$ cat src/rtl/lu8_pkg.sv
`timescale 1ns / 1ps

package lu8_pkg;

    // Input transfer: one text byte and its end-of-text flag.
    typedef struct packed {
        logic [7:0] text_byte;
        logic       final_byte;
    } byte_item_t;

    // Output transfer: one decoded code point.
    typedef struct packed {
        logic [20:0] code_point;
        logic        run_last;
        logic        text_end;
    } cp_item_t;

    // Command kinds passed from the front to the back.
    typedef enum logic {
        CMD_PLAIN,   // one result: zero, a literal byte or an assembled sequence
        CMD_TRUNC    // text ended inside a sequence: zero, then re-decode the tail
    } cmd_op_t;

    typedef struct packed {
        cmd_op_t         op;
        logic [3:0][7:0] seq_bytes;   // element 0 is the first byte
        logic [2:0]      len;         // plain: 0 invalid, 1 literal, 2..4 sequence;
                                      // trunc: tail byte count, 1 or 2
        logic            fin;
    } cmd_t;

    localparam int unsigned QueueDepth = 2;

    localparam logic [2:0] LenInvalid = 3'd0;
    localparam logic [2:0] LenAscii   = 3'd1;
    localparam logic [2:0] LenTwo     = 3'd2;
    localparam logic [2:0] LenThree   = 3'd3;
    localparam logic [2:0] LenFour    = 3'd4;

    // Sequence length announced by a byte: 1 for ASCII, 2..4 for a lead,
    // 0 for a byte that cannot start a sequence.
    function automatic logic [2:0] lead_length(input logic [7:0] c);
        logic [2:0] len;
        begin
            if (c[7] == 1'b0) begin
                len = LenAscii;
            end else if ((c & 8'hE0) == 8'hC0) begin
                len = LenTwo;
            end else if ((c & 8'hF0) == 8'hE0) begin
                len = LenThree;
            end else if ((c & 8'hF8) == 8'hF0) begin
                len = LenFour;
            end else begin
                len = LenInvalid;
            end
            return len;
        end
    endfunction

    // Build the code point of a complete sequence of 2..4 bytes.
    function automatic logic [20:0] assemble(input logic [3:0][7:0] b,
                                             input logic [2:0] len);
        logic [20:0] cp;
        begin
            unique case (len)
                LenTwo:   cp = {10'd0, b[0][4:0], b[1][5:0]};
                LenThree: cp = {5'd0, b[0][3:0], b[1][5:0], b[2][5:0]};
                LenFour:  cp = {b[0][2:0], b[1][5:0], b[2][5:0], b[3][5:0]};
                default:  cp = 21'd0;
            endcase
            return cp;
        end
    endfunction

endpackage

$ cat src/rtl/lu8_front.sv
`timescale 1ns / 1ps

module lu8_front (
    input  logic                clk,
    input  logic                rst_n,
    input  logic                accept,
    input  lu8_pkg::byte_item_t item,
    output logic                push,
    output lu8_pkg::cmd_t       cmd
);

    logic [2:0]      seq_len_reg, seq_len_next;
    logic [1:0]      pend_cnt_reg, pend_cnt_next;
    logic [2:0][7:0] pend_reg, pend_next;

    logic [7:0] c;
    logic       fin;
    logic [2:0] lead;
    logic [3:0][7:0] full_seq;

    assign c    = item.text_byte;
    assign fin  = item.final_byte;
    assign lead = lu8_pkg::lead_length(c);

    // Buffered bytes with the incoming byte placed right after them.
    always_comb
    begin
        full_seq = {c, pend_reg};
        case (pend_cnt_reg)
            2'd1:    full_seq[1] = c;
            2'd2:    full_seq[2] = c;
            default: full_seq[3] = c;
        endcase
    end

    always_comb
    begin
        seq_len_next  = seq_len_reg;
        pend_cnt_next = pend_cnt_reg;
        pend_next     = pend_reg;
        push          = 1'b0;
        cmd.op        = lu8_pkg::CMD_PLAIN;
        cmd.seq_bytes = {8'd0, 8'd0, 8'd0, c};
        cmd.len       = lu8_pkg::LenInvalid;
        cmd.fin       = fin;

        if (accept) begin
            if (seq_len_reg == lu8_pkg::LenInvalid) begin
                if (lead == lu8_pkg::LenAscii) begin
                    push    = 1'b1;
                    cmd.len = lu8_pkg::LenAscii;
                end else if (lead == lu8_pkg::LenInvalid || fin) begin
                    push = 1'b1;
                end else begin
                    pend_next[0]  = c;
                    pend_cnt_next = 2'd1;
                    seq_len_next  = lead;
                end
            end else if (({1'b0, pend_cnt_reg} + 3'd1) == seq_len_reg) begin
                // Sequence complete
                push          = 1'b1;
                cmd.seq_bytes = full_seq;
                cmd.len       = seq_len_reg;
                pend_cnt_next = 2'd0;
                seq_len_next  = lu8_pkg::LenInvalid;
            end else if (!fin) begin
                case (pend_cnt_reg)
                    2'd1:    pend_next[1] = c;
                    default: pend_next[2] = c;
                endcase
                pend_cnt_next = pend_cnt_reg + 2'd1;
            end else begin
                // Text ends mid-sequence: hand the tail over for re-decode
                push   = 1'b1;
                cmd.op = lu8_pkg::CMD_TRUNC;
                if (pend_cnt_reg == 2'd1) begin
                    cmd.seq_bytes = {8'd0, 8'd0, 8'd0, c};
                    cmd.len       = 3'd1;
                end else begin
                    cmd.seq_bytes = {8'd0, 8'd0, c, pend_reg[1]};
                    cmd.len       = 3'd2;
                end
                pend_cnt_next = 2'd0;
                seq_len_next  = lu8_pkg::LenInvalid;
            end
        end
    end

    always_ff @(posedge clk or negedge rst_n)
    begin
        if (!rst_n) begin
            seq_len_reg  <= lu8_pkg::LenInvalid;
            pend_cnt_reg <= 2'd0;
        end else begin
            seq_len_reg  <= seq_len_next;
            pend_cnt_reg <= pend_cnt_next;
        end
    end

    always_ff @(posedge clk)
    begin
        pend_reg <= pend_next;
    end

endmodule

$ cat src/rtl/lu8_queue.sv
`timescale 1ns / 1ps

module lu8_queue (
    input  logic          clk,
    input  logic          rst_n,
    input  logic          push,
    input  lu8_pkg::cmd_t push_cmd,
    input  logic          pop,
    output logic          full,
    output logic          head_valid,
    output lu8_pkg::cmd_t head_cmd
);

    localparam int unsigned PtrW = $clog2(lu8_pkg::QueueDepth);
    localparam int unsigned CntW = $clog2(lu8_pkg::QueueDepth + 1);

    lu8_pkg::cmd_t slot_reg [lu8_pkg::QueueDepth];
    logic [PtrW-1:0] wr_ptr_reg, wr_ptr_next;
    logic [PtrW-1:0] rd_ptr_reg, rd_ptr_next;
    logic [CntW-1:0] count_reg, count_next;
    logic            do_push, do_pop;

    assign full       = (count_reg == CntW'(lu8_pkg::QueueDepth));
    assign head_valid = (count_reg != '0);
    assign head_cmd   = slot_reg[rd_ptr_reg];
    assign do_push    = push && !full;
    assign do_pop     = pop && head_valid;

    always_comb
    begin
        wr_ptr_next = wr_ptr_reg;
        rd_ptr_next = rd_ptr_reg;
        if (do_push) begin
            wr_ptr_next = (wr_ptr_reg == PtrW'(lu8_pkg::QueueDepth - 1)) ? '0
                          : wr_ptr_reg + PtrW'(1);
        end
        if (do_pop) begin
            rd_ptr_next = (rd_ptr_reg == PtrW'(lu8_pkg::QueueDepth - 1)) ? '0
                          : rd_ptr_reg + PtrW'(1);
        end
        count_next = count_reg + CntW'(do_push) - CntW'(do_pop);
    end

    always_ff @(posedge clk or negedge rst_n)
    begin
        if (!rst_n) begin
            wr_ptr_reg <= '0;
            rd_ptr_reg <= '0;
            count_reg  <= '0;
        end else begin
            wr_ptr_reg <= wr_ptr_next;
            rd_ptr_reg <= rd_ptr_next;
            count_reg  <= count_next;
        end
    end

    always_ff @(posedge clk)
    begin
        if (do_push) begin
            slot_reg[wr_ptr_reg] <= push_cmd;
        end
    end

endmodule

$ cat src/rtl/lu8_back.sv
`timescale 1ns / 1ps

module lu8_back (
    input  logic                clk,
    input  logic                rst_n,
    input  logic                head_valid,
    input  lu8_pkg::cmd_t       head_cmd,
    output logic                pop,
    output logic                cp_valid,
    input  logic                cp_stall,
    output lu8_pkg::cp_item_t   cp_data
);

    logic [1:0]  idx_reg, idx_next;
    logic        out_valid_reg, out_valid_next;
    lu8_pkg::cp_item_t out_reg, out_next;

    logic [1:0]  n_res;
    logic [2:0][20:0] cps;
    logic [20:0] cp_sel;
    logic        load, last;
    logic [7:0]  t0, t1;
    logic [2:0]  len0, len1;

    assign t0   = head_cmd.seq_bytes[0];
    assign t1   = head_cmd.seq_bytes[1];
    assign len0 = lu8_pkg::lead_length(t0);
    assign len1 = lu8_pkg::lead_length(t1);

    // Expand the head command into its list of results.
    always_comb
    begin
        n_res = 2'd1;
        cps   = '0;
        if (head_cmd.op == lu8_pkg::CMD_PLAIN) begin
            case (head_cmd.len)
                lu8_pkg::LenInvalid: cps[0] = 21'd0;
                lu8_pkg::LenAscii:   cps[0] = {13'd0, t0};
                default:             cps[0] = lu8_pkg::assemble(head_cmd.seq_bytes,
                                                                head_cmd.len);
            endcase
        end else if (head_cmd.len == 3'd1) begin
            n_res  = 2'd2;
            cps[1] = (len0 == lu8_pkg::LenAscii) ? {13'd0, t0} : 21'd0;
        end else if (len0 == lu8_pkg::LenTwo) begin
            n_res  = 2'd2;
            cps[1] = lu8_pkg::assemble(head_cmd.seq_bytes, lu8_pkg::LenTwo);
        end else begin
            n_res  = 2'd3;
            cps[1] = (len0 == lu8_pkg::LenAscii) ? {13'd0, t0} : 21'd0;
            cps[2] = (len1 == lu8_pkg::LenAscii) ? {13'd0, t1} : 21'd0;
        end
    end

    always_comb
    begin
        case (idx_reg)
            2'd0:    cp_sel = cps[0];
            2'd1:    cp_sel = cps[1];
            default: cp_sel = cps[2];
        endcase
    end

    assign load = head_valid && (!out_valid_reg || !cp_stall);
    assign last = (idx_reg + 2'd1) == n_res;
    assign pop  = load && last;

    always_comb
    begin
        idx_next       = idx_reg;
        out_valid_next = out_valid_reg;
        out_next       = out_reg;
        if (load) begin
            out_valid_next      = 1'b1;
            out_next.code_point = cp_sel;
            out_next.run_last   = last;
            out_next.text_end   = last && head_cmd.fin;
            idx_next            = last ? 2'd0 : idx_reg + 2'd1;
        end else if (!cp_stall) begin
            out_valid_next = 1'b0;
        end
    end

    always_ff @(posedge clk or negedge rst_n)
    begin
        if (!rst_n) begin
            idx_reg       <= 2'd0;
            out_valid_reg <= 1'b0;
        end else begin
            idx_reg       <= idx_next;
            out_valid_reg <= out_valid_next;
        end
    end

    always_ff @(posedge clk)
    begin
        out_reg <= out_next;
    end

    assign cp_valid = out_valid_reg;
    assign cp_data  = out_reg;

endmodule

$ cat src/rtl/lenient_utf8_codepoint_decoder_core.sv
`timescale 1ns / 1ps

// Channel  | Handshake             | Payload                                        | Dir
// ---------+-----------------------+------------------------------------------------+----
// byte     | byte_valid/byte_stall | byte_data: text_byte[8], final_byte            | in
// cp       | cp_valid/cp_stall     | cp_data: code_point[21], run_last, text_end    | out
//
// One byte transfer per cycle while byte_stall is low; a byte yields zero or one result, except
// a final byte that leaves a sequence open, which yields two or three, drained one per cycle
// while cp_stall is low. The queue entry is written at the byte transfer edge and the output
// register loads from the queue head once it is free to take a new result.
// Reset clears the sequence state, the queue and the output valid. byte_stall
// rises only when the two-entry queue is full: under cp_stall or a multi-result drain.

module lenient_utf8_codepoint_decoder_core (
    input  logic                clk,
    input  logic                rst_n,
    input  logic                byte_valid,
    output logic                byte_stall,
    input  lu8_pkg::byte_item_t byte_data,
    output logic                cp_valid,
    input  logic                cp_stall,
    output lu8_pkg::cp_item_t   cp_data
);

    logic          accept;
    logic          push;
    lu8_pkg::cmd_t push_cmd;
    logic          full;
    logic          head_valid;
    lu8_pkg::cmd_t head_cmd;
    logic          pop;

    // Take a byte whenever the queue has room; buffered bytes push nothing.
    assign byte_stall = full;
    assign accept     = byte_valid && !full;

    // Front: track the open sequence and classify each byte into a command.
    lu8_front u_front (
        .clk    (clk),
        .rst_n  (rst_n),
        .accept (accept),
        .item   (byte_data),
        .push   (push),
        .cmd    (push_cmd)
    );

    // Queue: decouple classification from result generation.
    lu8_queue u_queue (
        .clk        (clk),
        .rst_n      (rst_n),
        .push       (push),
        .push_cmd   (push_cmd),
        .pop        (pop),
        .full       (full),
        .head_valid (head_valid),
        .head_cmd   (head_cmd)
    );

    // Back: expand each command into results and hold them in the output register.
    lu8_back u_back (
        .clk        (clk),
        .rst_n      (rst_n),
        .head_valid (head_valid),
        .head_cmd   (head_cmd),
        .pop        (pop),
        .cp_valid   (cp_valid),
        .cp_stall   (cp_stall),
        .cp_data    (cp_data)
    );

endmodule

$ cat config.mk
export PLATFORM = sky130hd
export DESIGN_NAME = lenient_utf8_codepoint_decoder_core
export DESIGN_NICKNAME = d
export VERILOG_FILES = /design/src/rtl/lu8_pkg.sv /design/src/rtl/lu8_front.sv /design/src/rtl/lu8_queue.sv /design/src/rtl/lu8_back.sv /design/src/rtl/lenient_utf8_codepoint_decoder_core.sv
export SDC_FILE = /design/constraint.sdc
export NUM_CORES = 1
export LEC_CHECK = 0
export BUFFER_PORTS_ARGS = -buffer_cell sky130_fd_sc_hd__buf_2
export CORE_MARGIN = 1
export CORE_UTILIZATION = 60
export CTS_CLUSTER_SIZE = 28
export DETAILED_ROUTE_END_ITERATION = 16
export GPL_TIMING_DRIVEN = 0
export HOLD_SLACK_MARGIN = 0.1
export PLACE_DENSITY_LB_ADDON = 0.2
export SLEW_MARGIN = 15
export SYNTH_ARGS = -nofsm -noshare
export SYNTH_HDL_FRONTEND = slang
export SYNTH_SLANG_ARGS = --single-unit
$ cat constraint.sdc
create_clock -name clk -period 8.5 [get_ports clk]
set_input_delay 0.425 -clock clk [delete_from_list [all_inputs] [get_ports clk]]
set_output_delay 0.425 -clock clk [all_outputs]
set_load 0.01 [all_outputs]
==> impl_metrics.env, run 1 <==
export IMPL_status="finished, final reports clean"
export IMPL_hpwl_microns=8577
export IMPL_cp_data_required_time_ns=8.64
export IMPL_gp_congestion=0.9363
export IMPL_synth_flop_cell="edfxtp_1"
export IMPL_drtIter0Drc=372
export IMPL_ys_seq_area_share_pct=61.33
export IMPL_slew_headroom_pct=38.73
export IMPL_leakage_nw=2.599
export IMPL_cts_tree="done"
export IMPL_ant_nets=0
export IMPL_fin_cells=654
export IMPL_syn_nets=474
export IMPL_synth_distinct_cells=68
export IMPL_grt_pass1_wl_microns=20370
export IMPL_cp_max_fo=33
export IMPL_n_fill_cell=605
export IMPL_rr_worst_depth=8
export IMPL_layout_min_cycle_time_ns=2.927
export IMPL_crit_buf_inv=2
export IMPL_grt_pass1_vias=4032
export IMPL_crit_slowest_cell="and2_2"
export IMPL_post_drt_wl_per_cell_microns=19.35
export IMPL_finalSetupViolations=0
export IMPL_grt_max_degree=34
export IMPL_drive_gt1_share_pct=22.86
export IMPL_postCtsResizedCells=0
export IMPL_num_vias=4069
export IMPL_cp_top_family="simple AND/OR/NAND/NOR gates"
export IMPL_cts_root_buffer="clkbuf_8"
export IMPL_ys_ff_latch=123
export IMPL_whs_path_depth=2
export IMPL_min_path_type="in2reg"
export IMPL_final_nets=532
export IMPL_cts_sinks=123
export IMPL_die_w_microns=101.4
export IMPL_wirelength_microns=12650
export IMPL_powerDensity_nw_per_um2=374.6
export IMPL_maxCapViolations=0
export IMPL_path_cells="inv_1 -> ha_1 -> xor2_1 -> and3_1 -> buf_4 -> nor2_1 -> a21oi_2 -> and2_2"
export IMPL_synth_async_reset_ratio_pct=9.756
export IMPL_cp_end_kind="flop"
export IMPL_rows=35
export IMPL_ios=38
export IMPL_vias_per_cell=6.222
export IMPL_synthCells=454
export IMPL_start_kind="flop"
export IMPL_io_buffers=37
export IMPL_largest_reg_flops=66
export IMPL_finalCritPeriodShare_pct=34.43
export IMPL_drv_slew=0
export IMPL_clk_pin_slew_ns=0.06
export IMPL_finClkSkew_ns=0.007021
export IMPL_firstDrtPassIters=7
export IMPL_h_tree_depth=4
export IMPL_setup_slack_ns=5.573
export IMPL_dieArea_sq_um=10280
export IMPL_synth_edff_count=111
export IMPL_tightestPinTransition_ns=0.9181
export IMPL_reg2reg_slack_ns=5.57
export IMPL_arrival_ns=3.07
export IMPL_tns_ns=0
export IMPL_rsz0062_at_grt="no"
export IMPL_dp_slack_ns=5.623
export IMPL_final_hold_violation_count=0
export IMPL_fmax_mhz=341.7
export IMPL_drc=0
export IMPL_netlist_area_sq_um=5924
export IMPL_dp_cells=621
export IMPL_grtUsageTotal_pct=26.84
export IMPL_clock_latency_ns=0.52
export IMPL_antenna_found_initial=0
export IMPL_path_class="reg2reg"
export IMPL_ir_worst_vdd_uv=191.9
export IMPL_start_util_pct=62.92
export IMPL_crit_cells=8
export IMPL_ys_warn_count=0
export IMPL_die_h_microns=101.4
export IMPL_diodes=0
export IMPL_cp_slowest_stage_delay_ns=0.70
export IMPL_area_growth_syn_to_layout_pct=16.98
export IMPL_overflow=0
export IMPL_postSynthAreaPerCell_sq_um=13.05
export IMPL_cts_buffers=17
export IMPL_core_sq_um=9415
export IMPL_cts_path_max_buffers=2
-- worst paths after layout --
check / start / endpoint
max: u_front.pend_cnt_reg[0] / u_queue.slot_reg[1][10]
min: cp_stall / u_back.cp_valid
max reg2reg: u_front.pend_cnt_reg[0] / u_queue.slot_reg[1][10]
min reg2reg: u_back.cp_valid / u_back.cp_valid
max in group asynchronous: rst_n / u_front.pend_cnt_reg[0]
min in group asynchronous: rst_n / u_back.idx_reg[0]
-- cells in the final DEF, fill, tap and decap left out, types with 6 or more instances in the layout --
master     netlist  layout
nand2_1         26      26
o221ai_1         9       9
mux2i_1         24      24
o21ai_0         17      17
and3_1          10      10
clkbuf_16        0      16
a22o_1          12      12
a22oi_1          8       8
a21o_1           6       6
a21oi_1         10      10
nand2b_1         8       8
ha_1             7       7
edfxtp_1       111     111
dfrtp_1         12      12
clkbuf_1         4       6
inv_1           15      15
nor2_1          38      38
buf_2            9      46
mux2_2          20      20
-- logic make-up after synthesis --
logic type	Yosys count	synth area share [%]
AOI/OAI and AO/OA	104	12.84
xor gates and xnor gates	6	0.8872
adders and majority gates	7	1.478
buffers and inverters	36	3.125
DFF	123	61.33
muxes	46	8.342
and+or+nand+nor	132	12.00
-- layer usage --
layer  global-route usage (%)  part of all wire [%]  vias to the layer above
met2                    43.49                    49                      207
met4                    13.15                   3.1                        0
li1                         -                     -                     1879
met5                        0                     0                        -
met1                    34.28                    43                     1941
met3                    6.211                   5.5                       42
-- Yosys cell counts (3+ instances only) --
library cell    n  share of area (%)
nor2b_1         5               0.53
mux2_2         20                3.8
xnor2_1         3               0.44
nand2_1        26                1.6
buf_6           4               0.76
xor2_1          3               0.44
and3_1         10                1.1
nand3_1         5               0.42
clkbuf_1        4               0.25
o22ai_1         4               0.42
or3_1           3               0.32
a211oi_1        4               0.51
a22oi_1         8                1.0
a31oi_1         4               0.42
o21ai_0        17                1.4
buf_2           9               0.76
inv_1          15               0.95
edfxtp_1      111                 56
ha_1            7                1.5
mux2i_1        24                4.1
o221ai_1        9                1.3
o2111ai_1       3               0.44
nor3_1          5               0.42
nand4_1         5               0.53
a22o_1         12                1.8
a21o_1          6               0.76
dfrtp_1        12                5.1
nor3b_1         3               0.38
o21ai_1         4               0.34
and2_1          5               0.53
a21oi_1        10               0.84
o211ai_1        4               0.51
nand2b_1        8               0.84
nor2_1         38                2.4
nand4b_1        3               0.44
-- what timing repair did --
| item | in CTS | in global routing |
|---|---|---|
| hold buffers | 1 | 0 |
| hold endpoints to repair | 12 | 0 |
| buffers inserted | 0 | 0 |
-- metrics by stage --
step	utilization (%)	total power, mW	hold WS [ns]	cell area (sq um)
6_report	73.61	2.596	0.1511	6930
5_1_grt	73.61	2.721	0.1574	6930
4_1_cts	73.61	2.589	0.1377	6930
3_5_place_dp	66.91	1.826	0.3292	6300
3_3_place_gp	66.60	1.793	0.3234	6271
2_1_floorplan	-	1.581	0.1294	5924
-- power breakdown --
part / total [mW] / switching (mW) / internal, mW
clock: 0.751 / 0.249 / 0.502
sequential: 0.935 / 0.0689 / 0.866
combinational: 0.910 / 0.563 / 0.347
-- area by class of cell --
| cell class | count | area [sq um] | share of cell area (%) |
|---|---|---|---|
| sequential | 123 | 3633 | 52.43 |
| inverter | 15 | 56.30 | 0.8124 |
| timing repair buffer | 39 | 215.2 | 3.105 |
| clock buffer | 19 | 421.7 | 6.084 |
| tap | 129 | 161.4 | 2.329 |
| multi-input combinational | 295 | 2115 | 30.51 |
| clock inverter | 13 | 198.9 | 2.871 |
| buffer | 21 | 128.9 | 1.860 |
Power figures use the tool's default switching activity.
==> run 2, diff against run 1 <==
- ABC_AREA: default -> 1
- clock period: 8.5 -> 3.1 ns (I/O delays scaled with it)
==> impl_metrics.env, run 2 <==
export IMPL_ant_nets=0
export IMPL_seqCellArea_sq_um=3633
export IMPL_dp_cells=751
export IMPL_synthTopCellsByArea="edfxtp_1 (55%), nand2_1 (10%), dfrtp_1 (5.0%), inv_1 (3.3%), nor2_1 (2.6%)"
export IMPL_clk_pin_slew_ns=0.05
export IMPL_ir_worst_vdd_uv=504.7
export IMPL_finClkSkew_ns=0.008023
export IMPL_n_fill_cell=711
export IMPL_multi_input_area_sq_um=2026
export IMPL_grt_max_degree=30
export IMPL_synth_top_area_cell="edfxtp_1"
export IMPL_arrival_ns=2.92
export IMPL_finalSetupViolations=0
export IMPL_diodes=0
export IMPL_num_vias=4231
export IMPL_final_hold_violation_count=0
export IMPL_synth_flop_cell="edfxtp_1"
export IMPL_leakage_nw=3.021
export IMPL_start_kind="flop"
export IMPL_synth_commonest_cells="nand2_1 (168), edfxtp_1 (111), inv_1 (53)"
export IMPL_ys_seq_area_share_pct=60.46
export IMPL_path_class="reg2reg"
export IMPL_area_growth_syn_to_layout_pct=17.74
export IMPL_slew_headroom_pct=35.13
export IMPL_grt_pass1_vias=4029
export IMPL_maxCapViolations=0
export IMPL_p_int_mw=4.446
export IMPL_powerDensity_nw_per_um2=1026
export IMPL_crit_buf_inv=2
export IMPL_dieArea_sq_um=10420
export IMPL_ios=38
export IMPL_netlist_area_sq_um=6010
export IMPL_overflow=0
export IMPL_drv_slew=0
export IMPL_cp_max_fo=17
export IMPL_grtUsageTotal_pct=25.86
export IMPL_power_total_mw=7.258
export IMPL_die_h_microns=102.1
export IMPL_fmax_mhz=372.6
export IMPL_drc=0
export IMPL_cts_path_max_buffers=2
export IMPL_gp_congestion=0.8980
export IMPL_fin_util_pct=72.72
export IMPL_synth_edff_count=111
export IMPL_cts_tree="done"
export IMPL_cp_slowest_stage_delay_ns=0.54
export IMPL_firstDrtPassIters=5
export IMPL_syn_nets=599
export IMPL_wirelength_microns=12110
export IMPL_cts_buffers=17
export IMPL_fin_cells=795
export IMPL_final_cell_mix="nand2_1 (168), edfxtp_1 (111), inv_1 (53)"
export IMPL_synthCells=579
export IMPL_cp_end_kind="flop"
export IMPL_tightestPinTransition_ns=0.9656
export IMPL_antenna_found_initial=0
export IMPL_tns_ns=0
export IMPL_path_cells="inv_1 -> ha_1 -> xor2_1 -> nand3_2 -> nand3_1 -> nand3_1 -> nor2_4 -> buf_16"
export IMPL_rows=36
export IMPL_start_util_pct=61.77
export IMPL_reg2reg_slack_ns=0.42
export IMPL_min_path_type="in2reg"
export IMPL_clock_latency_ns=0.53
export IMPL_final_nets=669
export IMPL_status="finished, final reports clean"
export IMPL_p_switching_mw=2.812
export IMPL_clockPowerShare_pct=24.5
export IMPL_critPathMostFrequentCell="nand3_1"
export IMPL_p_seq_share_pct=35.7
export IMPL_ys_warn_count=0
export IMPL_comb_power_share_pct=39.8
export IMPL_die_w_microns=102.1
export IMPL_post_drt_wl_per_cell_microns=15.24
export IMPL_drive_gt1_share_pct=18.88
export IMPL_cp_top_family="simple AND/OR/NAND/NOR gates"
export IMPL_crit_slowest_cell="nor2_4"
export IMPL_largest_reg_flops=66
export IMPL_cts_sinks=123
export IMPL_vias_per_cell=5.322
export IMPL_drtIter0Drc=198
export IMPL_synth_top_cell_area_share_pct=55.47
export IMPL_cp_data_required_time_ns=3.34
export IMPL_rsz0062_at_grt="no"
export IMPL_grt_pass1_wl_microns=19670
export IMPL_synth_async_reset_ratio_pct=9.756
export IMPL_ys_ff_latch=123
export IMPL_switching_share_pct=38.74
export IMPL_postCtsResizedCells=0
export IMPL_synth_distinct_cells=43
export IMPL_core_sq_um=9729
export IMPL_cts_root_buffer="clkbuf_8"
export IMPL_layout_min_cycle_time_ns=2.684
export IMPL_postSynthAreaPerCell_sq_um=10.38
export IMPL_mostFrequentLayoutCell="nand2_1"
export IMPL_finalCritPeriodShare_pct=86.58
export IMPL_h_tree_depth=4
export IMPL_hpwl_microns=8731
export IMPL_io_buffers=37
export IMPL_synth_most_common_cell="nand2_1"
run 2: changes by cell type after synthesis, moves of 10 or more:
| cell | before | now |
|---|---|---|
| a22o_1 | 12 | 0 |
| mux2_2 | 20 | 0 |
| nand2_2 | 0 | 10 |
| inv_1 | 15 | 53 |
| and3_1 | 10 | 0 |
| nand3_1 | 5 | 29 |
| a211oi_1 | 4 | 14 |
| nand2_1 | 26 | 168 |
| mux2i_1 | 24 | 4 |
run 2: final cells by class:
type                            count  area share (%)
Clock buffer                       21           6.065
Buffer                             15           1.733
Clock inverter                     11           1.450
Timing Repair Buffer               51           4.987
Tap cell                          133           2.352
Multi-Input combinational cell    379           28.63
Sequential cell                   123           51.35
Inverter                           62           3.431
run 2: worst paths after layout:
kind	cells after the start	endpoint	startpoint
max	8	u_queue.slot_reg[1][13]	u_front.pend_cnt_reg[0]
min	5	u_queue.slot_reg[1][1]	byte_valid
max reg2reg	8	u_queue.slot_reg[1][13]	u_front.pend_cnt_reg[0]
min reg2reg	2	u_back.cp_valid	u_back.cp_valid
max in group asynchronous	3	u_queue.wr_ptr_reg	rst_n
min in group asynchronous	3	u_back.idx_reg[1]	rst_n
run 2: metal layers:
metal / track usage [%] / part of all wire, %
met5: 0 / 0
met4: 13.63 / 2.4
met3: 5.677 / 4.6
met2: 42.69 / 49
met1: 32.08 / 43
run 2: power groups by stage:
stage	combinational (mW)	sequential [mW]	clock [mW]
after detailed placement	2.83	2.62	0
final	2.89	2.59	1.78
after global routing	3.22	2.64	1.87
after floorplan	1.98	2.69	0
after CTS	2.87	2.59	1.81
after global placement	2.69	2.62	0
run 2: worst min-delay path: cells and delay by family:
kind,cells,cell delay (ns)
buffers and inverters,3,0.24
AND/OR/NAND/NOR,1,0.06
AO/OA/AOI/OAI,1,0.07
run 2: logic make-up (layout without fill, tap and decap cells):
group | after synthesis | in the layout | synth area share, %
compound gates | 72 | 72 | 7.600
xor+xnor | 7 | 7 | 1.145
fa+ha+maj | 7 | 7 | 1.457
buf+inv | 77 | 160 | 6.080
flops | 123 | 123 | 60.46
mux | 4 | 4 | 0.6663
simple gates | 289 | 289 | 22.59
run 2: per-stage QoR:
stage	setup slack [ns]	hold slack [ns]	area (sq um)
detailed placement	0.3960	0.05795	6424
global route	0.2296	0.2094	7076
floorplan	-0.1343	-0.1406	6010
global placement	-0.8762	0.04751	6361
finish	0.4159	0.1753	7076
CTS	0.3577	0.1510	7076
run 2: repair_timing:
action | CTS | global route
buffers inserted | 0 | 0
endpoints found under the hold margin | 53 | 0
hold buffers | 12 | 0
